<file path="src/hw/rtl/pkce_pkg.sv">
// ----------------------------------------------------------------------------
// pkce_pkg
// Shared types and constants for the PIN-locked keypad command entry block.
// ----------------------------------------------------------------------------
package pkce_pkg;

  localparam int RADIX      = 10;
  localparam int PIN_DIGITS = 4;
  localparam int CMD_DIGITS = 3;

  localparam int VALUE_W = 14;
  localparam int CMDVAL_W = 10;
  localparam int KEY_W   = 4;
  localparam int MODE_W  = 3;

  // entry holds fewer than PIN_DIGITS digits below this value
  localparam int PIN_ROOM  = RADIX ** (PIN_DIGITS - 1);
  // at or above this value the next PIN digit is the last one
  localparam int PIN_LAST  = RADIX ** (PIN_DIGITS - 2);
  // command entry holds fewer than CMD_DIGITS digits below this value
  localparam int CMD_ROOM  = RADIX ** (CMD_DIGITS - 1);

  typedef enum logic [MODE_W-1:0] {
    MODE_LOCKED = 3'd0,
    MODE_IDLE   = 3'd1,
    MODE_FWD    = 3'd2,
    MODE_RIGHT  = 3'd3,
    MODE_BACK   = 3'd4,
    MODE_LEFT   = 3'd5,
    MODE_SONAR  = 3'd6,
    MODE_SPRING = 3'd7
  } mode_t;

  localparam logic [KEY_W-1:0] KEY_SONAR  = 4'd5;
  localparam logic [KEY_W-1:0] KEY_SPRING = 4'd7;
  localparam logic [KEY_W-1:0] KEY_DIG_MAX = 4'd9;
  localparam logic [KEY_W-1:0] KEY_HASH   = 4'd10;
  localparam logic [KEY_W-1:0] KEY_OK     = 4'd11;
  localparam logic [KEY_W-1:0] KEY_UP     = 4'd12;
  localparam logic [KEY_W-1:0] KEY_RIGHT  = 4'd13;
  localparam logic [KEY_W-1:0] KEY_DOWN   = 4'd14;
  localparam logic [KEY_W-1:0] KEY_LEFT   = 4'd15;

  localparam int PADDR_W = 3;
  localparam int PDATA_W = 32;
  localparam logic REG_IDX_PIN = 1'b0;

  typedef struct packed {
    mode_t               mode;
    logic [VALUE_W-1:0]  value;
  } entry_state_t;

  typedef struct packed {
    mode_t                mode_now;
    logic [VALUE_W-1:0]   entry_value;
    logic                 display_refresh;
    logic                 command_valid;
    mode_t                command_mode;
    logic [CMDVAL_W-1:0]  command_value;
  } result_t;

endpackage

</file>
<file path="src/hw/rtl/pkce_step.sv">
// ----------------------------------------------------------------------------
// pkce_step
// Next-state and result logic for one key: clear, commit, mode select and
// digit append.
// ----------------------------------------------------------------------------
module pkce_step
  import pkce_pkg::*;
(
  input  entry_state_t        cur,
  input  logic [KEY_W-1:0]    key,
  input  logic [VALUE_W-1:0]  pin_code,
  output entry_state_t        nxt,
  output result_t             res
);

  logic [VALUE_W+3:0] append_wide;
  logic [VALUE_W-1:0] appended;
  logic               refresh;
  logic               cmd_valid;
  mode_t              cmd_mode;
  logic [CMDVAL_W-1:0] cmd_value;

  // value * 10 + key as shift-add
  assign append_wide = {1'b0, cur.value, 3'b000} + {3'b000, cur.value, 1'b0} +
                       (VALUE_W+4)'(key);
  assign appended    = append_wide[VALUE_W-1:0];

  always_comb begin
    nxt       = cur;
    refresh   = 1'b1;
    cmd_valid = 1'b0;
    cmd_mode  = MODE_LOCKED;
    cmd_value = '0;
    priority if (key == KEY_HASH) begin
      nxt.value = '0;
      nxt.mode  = (cur.mode == MODE_LOCKED) ? MODE_LOCKED : MODE_IDLE;
    end else if (key == KEY_OK) begin
      nxt.value = '0;
      if (cur.mode == MODE_LOCKED) begin
        nxt.mode = (cur.value == pin_code) ? MODE_IDLE : MODE_LOCKED;
      end else begin
        cmd_valid = 1'b1;
        cmd_mode  = cur.mode;
        cmd_value = cur.value[CMDVAL_W-1:0];
        nxt.mode  = MODE_IDLE;
      end
    end else if (cur.mode == MODE_IDLE) begin
      unique case (key)
        KEY_UP:     nxt.mode = MODE_FWD;
        KEY_RIGHT:  nxt.mode = MODE_RIGHT;
        KEY_DOWN:   nxt.mode = MODE_BACK;
        KEY_LEFT:   nxt.mode = MODE_LEFT;
        KEY_SONAR:  nxt.mode = MODE_SONAR;
        KEY_SPRING: nxt.mode = MODE_SPRING;
        default:    refresh  = 1'b0;
      endcase
    end else if (cur.mode == MODE_SONAR || cur.mode == MODE_SPRING ||
                 key > KEY_DIG_MAX) begin
      refresh = 1'b0;
    end else if (cur.mode == MODE_LOCKED) begin
      if (cur.value < VALUE_W'(PIN_ROOM)) begin
        if (cur.value >= VALUE_W'(PIN_LAST)) begin
          // fourth digit commits the PIN on its own
          nxt.mode  = (appended == pin_code) ? MODE_IDLE : MODE_LOCKED;
          nxt.value = '0;
        end else begin
          nxt.value = appended;
        end
      end
    end else if (cur.value < VALUE_W'(CMD_ROOM)) begin
      nxt.value = appended;
    end
  end

  assign res.mode_now        = nxt.mode;
  assign res.entry_value     = nxt.value;
  assign res.display_refresh = refresh;
  assign res.command_valid   = cmd_valid;
  assign res.command_mode    = cmd_mode;
  assign res.command_value   = cmd_value;

endmodule

</file>
<file path="src/hw/rtl/pkce_outq.sv">
// ----------------------------------------------------------------------------
// pkce_outq
// Two-entry result queue; keeps input accepting while a result waits.
// ----------------------------------------------------------------------------
module pkce_outq
  import pkce_pkg::*;
(
  input  logic    clk,
  input  logic    rst_n,
  input  logic    push,
  input  result_t push_data,
  output logic    full,
  input  logic    pop,
  output logic    head_valid,
  output result_t head_data
);

  result_t     q0_r, q0_nxt;
  result_t     q1_r, q1_nxt;
  logic [1:0]  cnt_r, cnt_nxt;

  always_comb begin
    q0_nxt  = q0_r;
    q1_nxt  = q1_r;
    cnt_nxt = cnt_r;
    priority if (push && pop) begin
      q0_nxt = (cnt_r == 2'd1) ? push_data : q1_r;
      q1_nxt = push_data;
    end else if (push) begin
      if (cnt_r == 2'd0) begin
        q0_nxt = push_data;
      end else begin
        q1_nxt = push_data;
      end
      cnt_nxt = cnt_r + 2'd1;
    end else if (pop) begin
      q0_nxt  = q1_r;
      cnt_nxt = cnt_r - 2'd1;
    end
  end

  always_ff @(posedge clk) begin
    if (!rst_n) begin
      cnt_r <= 2'd0;
    end else begin
      cnt_r <= cnt_nxt;
    end
  end

  always_ff @(posedge clk) begin
    q0_r <= q0_nxt;
    q1_r <= q1_nxt;
  end

  assign full       = cnt_r[1];
  assign head_valid = (cnt_r != 2'd0);
  assign head_data  = q0_r;

endmodule

</file>
<file path="src/hw/rtl/pin_locked_keypad_command_entry.sv">
// ----------------------------------------------------------------------------
// pin_locked_keypad_command_entry
// Keypad front end: PIN unlock, mode select and numeric command entry.
// ----------------------------------------------------------------------------
// One key request is taken per clock. Each key is decoded against the current
// mode and entry value in combinational logic and its result lands in a
// two-entry output queue, so out_valid rises the cycle after acceptance and
// input keeps flowing while one result waits; in_ready drops only when both
// queue entries are held. The block starts locked: four PIN digits (leading
// zeros do not count) commit on their own against the pin_code register at
// byte address 0. OK commits a command when unlocked; hash clears the entry.
module pin_locked_keypad_command_entry
  import pkce_pkg::*;
(
  input  logic                clk,
  input  logic                rst_n,
  input  logic                in_valid,
  output logic                in_ready,
  input  logic [KEY_W-1:0]    in_key,
  output logic                out_valid,
  input  logic                out_ready,
  output logic [MODE_W-1:0]   out_mode_now,
  output logic [VALUE_W-1:0]  out_entry_value,
  output logic                out_display_refresh,
  output logic                out_command_valid,
  output logic [MODE_W-1:0]   out_command_mode,
  output logic [CMDVAL_W-1:0] out_command_value,
  input  logic                psel,
  input  logic                penable,
  input  logic                pwrite,
  input  logic [PADDR_W-1:0]  paddr,
  input  logic [PDATA_W-1:0]  pwdata,
  output logic [PDATA_W-1:0]  prdata,
  output logic                pready
);

  entry_state_t        state_r, state_nxt;
  logic [VALUE_W-1:0]  pin_r;
  result_t             step_res;
  result_t             head;
  logic                q_full;
  logic                push;
  logic                pop;
  logic                cfg_wr;

  assign pready = 1'b1;
  assign cfg_wr = psel && penable && pwrite && pready && (paddr[2] == REG_IDX_PIN);
  assign prdata = (paddr[2] == REG_IDX_PIN) ? PDATA_W'(pin_r) : '0;

  always_ff @(posedge clk) begin
    if (!rst_n) begin
      pin_r <= '0;
    end else if (cfg_wr) begin
      pin_r <= pwdata[VALUE_W-1:0];
    end
  end

  assign in_ready = !q_full;
  assign push     = in_valid && in_ready;
  assign pop      = out_valid && out_ready;

  pkce_step u_step (
    .cur      (state_r),
    .key      (in_key),
    .pin_code (pin_r),
    .nxt      (state_nxt),
    .res      (step_res)
  );

  always_ff @(posedge clk) begin
    if (!rst_n) begin
      state_r.mode  <= MODE_LOCKED;
      state_r.value <= '0;
    end else if (push) begin
      state_r <= state_nxt;
    end
  end

  pkce_outq u_outq (
    .clk        (clk),
    .rst_n      (rst_n),
    .push       (push),
    .push_data  (step_res),
    .full       (q_full),
    .pop        (pop),
    .head_valid (out_valid),
    .head_data  (head)
  );

  assign out_mode_now        = head.mode_now;
  assign out_entry_value     = head.entry_value;
  assign out_display_refresh = head.display_refresh;
  assign out_command_valid   = head.command_valid;
  assign out_command_mode    = head.command_mode;
  assign out_command_value   = head.command_value;

`ifndef SYNTHESIS
  // locked entry never reaches a full PIN: the fourth digit commits and clears
  a_locked_short: assert property (@(posedge clk) disable iff (!rst_n)
    state_r.mode == MODE_LOCKED |-> state_r.value < VALUE_W'(PIN_ROOM))
    else $error("locked entry holds a full PIN");

  // a committed command always leaves the block idle with an empty entry
  a_cmd_idle: assert property (@(posedge clk) disable iff (!rst_n)
    out_valid && out_command_valid |->
      out_mode_now == MODE_IDLE && out_entry_value == '0 &&
      out_command_mode != MODE_LOCKED)
    else $error("command result without return to idle");

  // an accepted key yields a result on the following cycle
  a_push_result: assert property (@(posedge clk) disable iff (!rst_n)
    push |=> out_valid)
    else $error("accepted key produced no result");

  // state only moves on an accepted key
  a_state_hold: assert property (@(posedge clk) disable iff (!rst_n)
    !push |=> $stable(state_r))
    else $error("entry state changed without a key");
`endif

endmodule

</file>
<file path="config.mk">
export PLATFORM = sky130hd
export DESIGN_NAME = pin_locked_keypad_command_entry
export DESIGN_NICKNAME = d
export VERILOG_FILES = /design/src/hw/rtl/pkce_pkg.sv /design/src/hw/rtl/pkce_step.sv /design/src/hw/rtl/pkce_outq.sv /design/src/hw/rtl/pin_locked_keypad_command_entry.sv
export SDC_FILE = /design/constraint.sdc
export NUM_CORES = 1
export LEC_CHECK = 0
export ABC_AREA = 0
export BUFFER_PORTS_ARGS = -buffer_cell sky130_fd_sc_hd__buf_4
export CORE_UTILIZATION = 40
export DETAILED_ROUTE_END_ITERATION = 12
export MAX_ROUTING_LAYER = met4
export PLACE_DENSITY = 0.71
export SLEW_MARGIN = 25
export SYNTH_ARGS = -nofsm -noshare
export SYNTH_HDL_FRONTEND = slang
export SYNTH_SLANG_ARGS = --single-unit
export TNS_END_PERCENT = 100
</file>
<file path="constraint.sdc">
create_clock -name clk -period 4.2 [get_ports clk]
set_clock_uncertainty 0.05 [all_clocks]
set_input_delay 0.21 -clock clk [delete_from_list [all_inputs] [get_ports clk]]
set_output_delay 0.21 -clock clk [all_outputs]
set_load 0.03 [all_outputs]
</file>
==> flow_summary.toml <==
[global_route]
grt_overflow_total = 0
grt_antenna_before_repair = 0
grt_pass1_wl_um = 21500
first_global_vias = 4016
track_usage_pct = 19.6
grt_max_degree = 36

[worst_setup_path]
startpoint_type = "flip-flop"
crit_type = "reg2reg"
end_kind = "flip-flop"
max_stage_delay_ns = 0.64
required_ns = 4.34
cp.arrival_ns = 3.88
critPathSlowestCell = "a2111oi_1"
path_cells = "fa_1 > ha_1 > a211oi_2 > o211ai_1 > a2111oi_1 > o31ai_1 > a2111oi_4 > nand3_2 > o31ai_2"
cp_max_fo = 6

[layout]
fill_cells = 1290
multi_input_area_um2 = 3020
num_antenna_cells = 0
num-nets-final = 702
regArea_um2 = 2580
final_cells = 813
layout-drive-gt1-share_pct = 24.0
syn_to_final_growth_pct = 16.6

[place]
place.gp.congestion = 0.848
dpl_worst_slack_ns = 0.482
hpwlAfterDp_um = 10100
io_buffers = 73
dp.cells = 797

[die]
die_h_um = 123
fp.dieW_um = 123
fp-row-count = 43
initial_utilization_pct = 41.6
core_um2 = 14000
die-area_um2 = 15100
io_pins = 113

[drt]
vias = 4331
drt-total-wl_um = 13600
wl_per_cell_um = 16.8
firstDrtPassIters = 5
vias_per_cell = 5.33
drcViolationCount = 0
postRouteAntennaNets = 0
drt_iter0_drc = 274

[power]
ir_worst_vdd_v = 0.000210
total_leakage_power_uw = 0.00273
p_per_area_nw_per_um2 = 575
pwr-share-seq_pct = 38.1
power.internal_uw = 2450
switching_share_pct = 37.5
finalPower_uw = 3910
switchingPower_uw = 1470
pwr-share-clk_pct = 21.6
combPwrFrac_pct = 40.3

[clocking]
clk_pin_slew_ns = 0.07
cts_buffers = 9
clock_sinks = 97
htree_levels = 3
clock_path_buffers = 2
postCtsSetupBuffers = 0
cts-root-buf = "clkbuf_16"
cts_tree = "yes"
cts_hold_buf = 0
clk-insertion-delay-late_ns = 0.35
cts_repair_resize_count = 0

[synthesis]
netlist_area_um2 = 5840
synth_seq_area_share_pct = 44.2
netlist_instances = 564
avgSynthCellArea_um2 = 10.4
ys_warn_count = 0
ys_types = 69
synth_flop_cell = "edfxtp_1"
synth-seq-cells = 97
synth_edf_count = 64
synthArstFlopShare_pct = 0

[timing]
period_needed_ns = 3.74
worst_pin_slew_ns = 0.758
relSlewSlack_pct = 49.3
fmax_mhz = 267
rsz0062_at_grt = "false"
final-hold-violation-count = 0
finalCritPeriodShare_pct = 89.1
slew_viol_final = 0
fin_ws_ns = 0.458
fin_tns_setup_ns = 0
finalSetupViolCount = 0

[status]
status = "completed"

[run]
cap_violations = 0

[min_path]
hold_class = "in2reg"
-- cell type report --
cell class                      instances  area share, %
Sequential cell                        97           37.9
Clock inverter                          7           1.12
Tap cell                              180           3.31
Clock buffer                            9           3.31
Multi-Input combinational cell        425           44.4
Inverter                               10          0.551
Timing Repair Buffer                   85           9.37
-- flip-flops by register name (all words and copies together) (netlist names) --
register and flops:
pin_r 14, state_r 17, u_outq.cnt_r 2, u_outq.head_data 32
u_outq.q1_r 32
-- metal layers --
metal  GRT usage, %  up-vias  routed length [um]
li1               -     2148                   -
met1           26.1     2038                6610
met2           29.7      129                6190
met3           2.70       16                 627
met4           8.38        0                 218
met5              -        -                   0
-- through the flow --
| step | cell area, um2 | hold slack [ns] | util [%] |
|---|---|---|---|
| global route | 6810 | 0.0696 | 48.5 |
| CTS | 6810 | 0.0576 | 48.5 |
| floorplan | 5900 | 0.305 | - |
| global placement | 6510 | 0.426 | 46.3 |
| detailed placement | 6510 | 0.433 | 46.3 |
| finish | 6810 | 0.0634 | 48.5 |
-- final timing paths --
check	start	end	slack, ns	depth (start not counted)
max	state_r[0]	u_outq.head_data[29]	0.46	9
min	pwdata[8]	pin_r[8]	0.06	3
max reg2reg	state_r[0]	u_outq.head_data[29]	0.46	9
min reg2reg	u_outq.cnt_r[1]	u_outq.cnt_r[1]	0.48	2
-- power groups by stage --
stage | logic (uW) | registers (uW) | clock network (uW)
floorplan | 781 | 1840 | 0
detailed placement | 1580 | 1510 | 0
global route | 1710 | 1520 | 895
global placement | 1560 | 1500 | 0
finish | 1580 | 1490 | 847
CTS | 1590 | 1490 | 862
-- cell usage after synthesis, drive strengths merged, types with 16 or more instances --
cell,instances,share of area (%)
dfxtp,33,11
nor2,32,2.1
ha,26,5.6
a21boi,26,3.3
nand2,68,4.4
a21oi,21,1.9
edfxtp,64,33
nor2b,16,1.7
clkbuf,23,1.5
mux2,31,6.0
xnor2,20,3.0
buf,26,3.2
-- cell families after synthesis --
family,count (synthesis),share of synthesized area (%)
and+or+nand+nor,190,16.4
other,2,0.129
muxes,36,6.84
xor gates and xnor gates,33,5.19
adders and majority gates,28,6.26
buffers and inverters,59,5.29
AOI/OAI and AO/OA,119,15.6
DFF,97,44.2
-- critical path: cells and delay by family, from the launching register on --
family / cells / cell delay, ns
compound gates: 6 / 2.03
flops: 1 / 0.49
simple gates: 1 / 0.14
fa+ha+maj: 2 / 0.86
-- cell usage in the layout, fill, tap and decap left out, types with 16 or more instances in the layout --
master / netlist / layout
nor2_1: 32 / 31
ha_1: 26 / 26
mux2_2: 31 / 31
edfxtp_1: 64 / 64
a21boi_0: 26 / 26
conb_1: 2 / 19
nor2b_1: 16 / 16
dfxtp_1: 33 / 33
xnor2_1: 20 / 20
nand2_1: 68 / 68
buf_4: 20 / 85
a21oi_1: 20 / 19
Power figures use the tool's default switching activity.
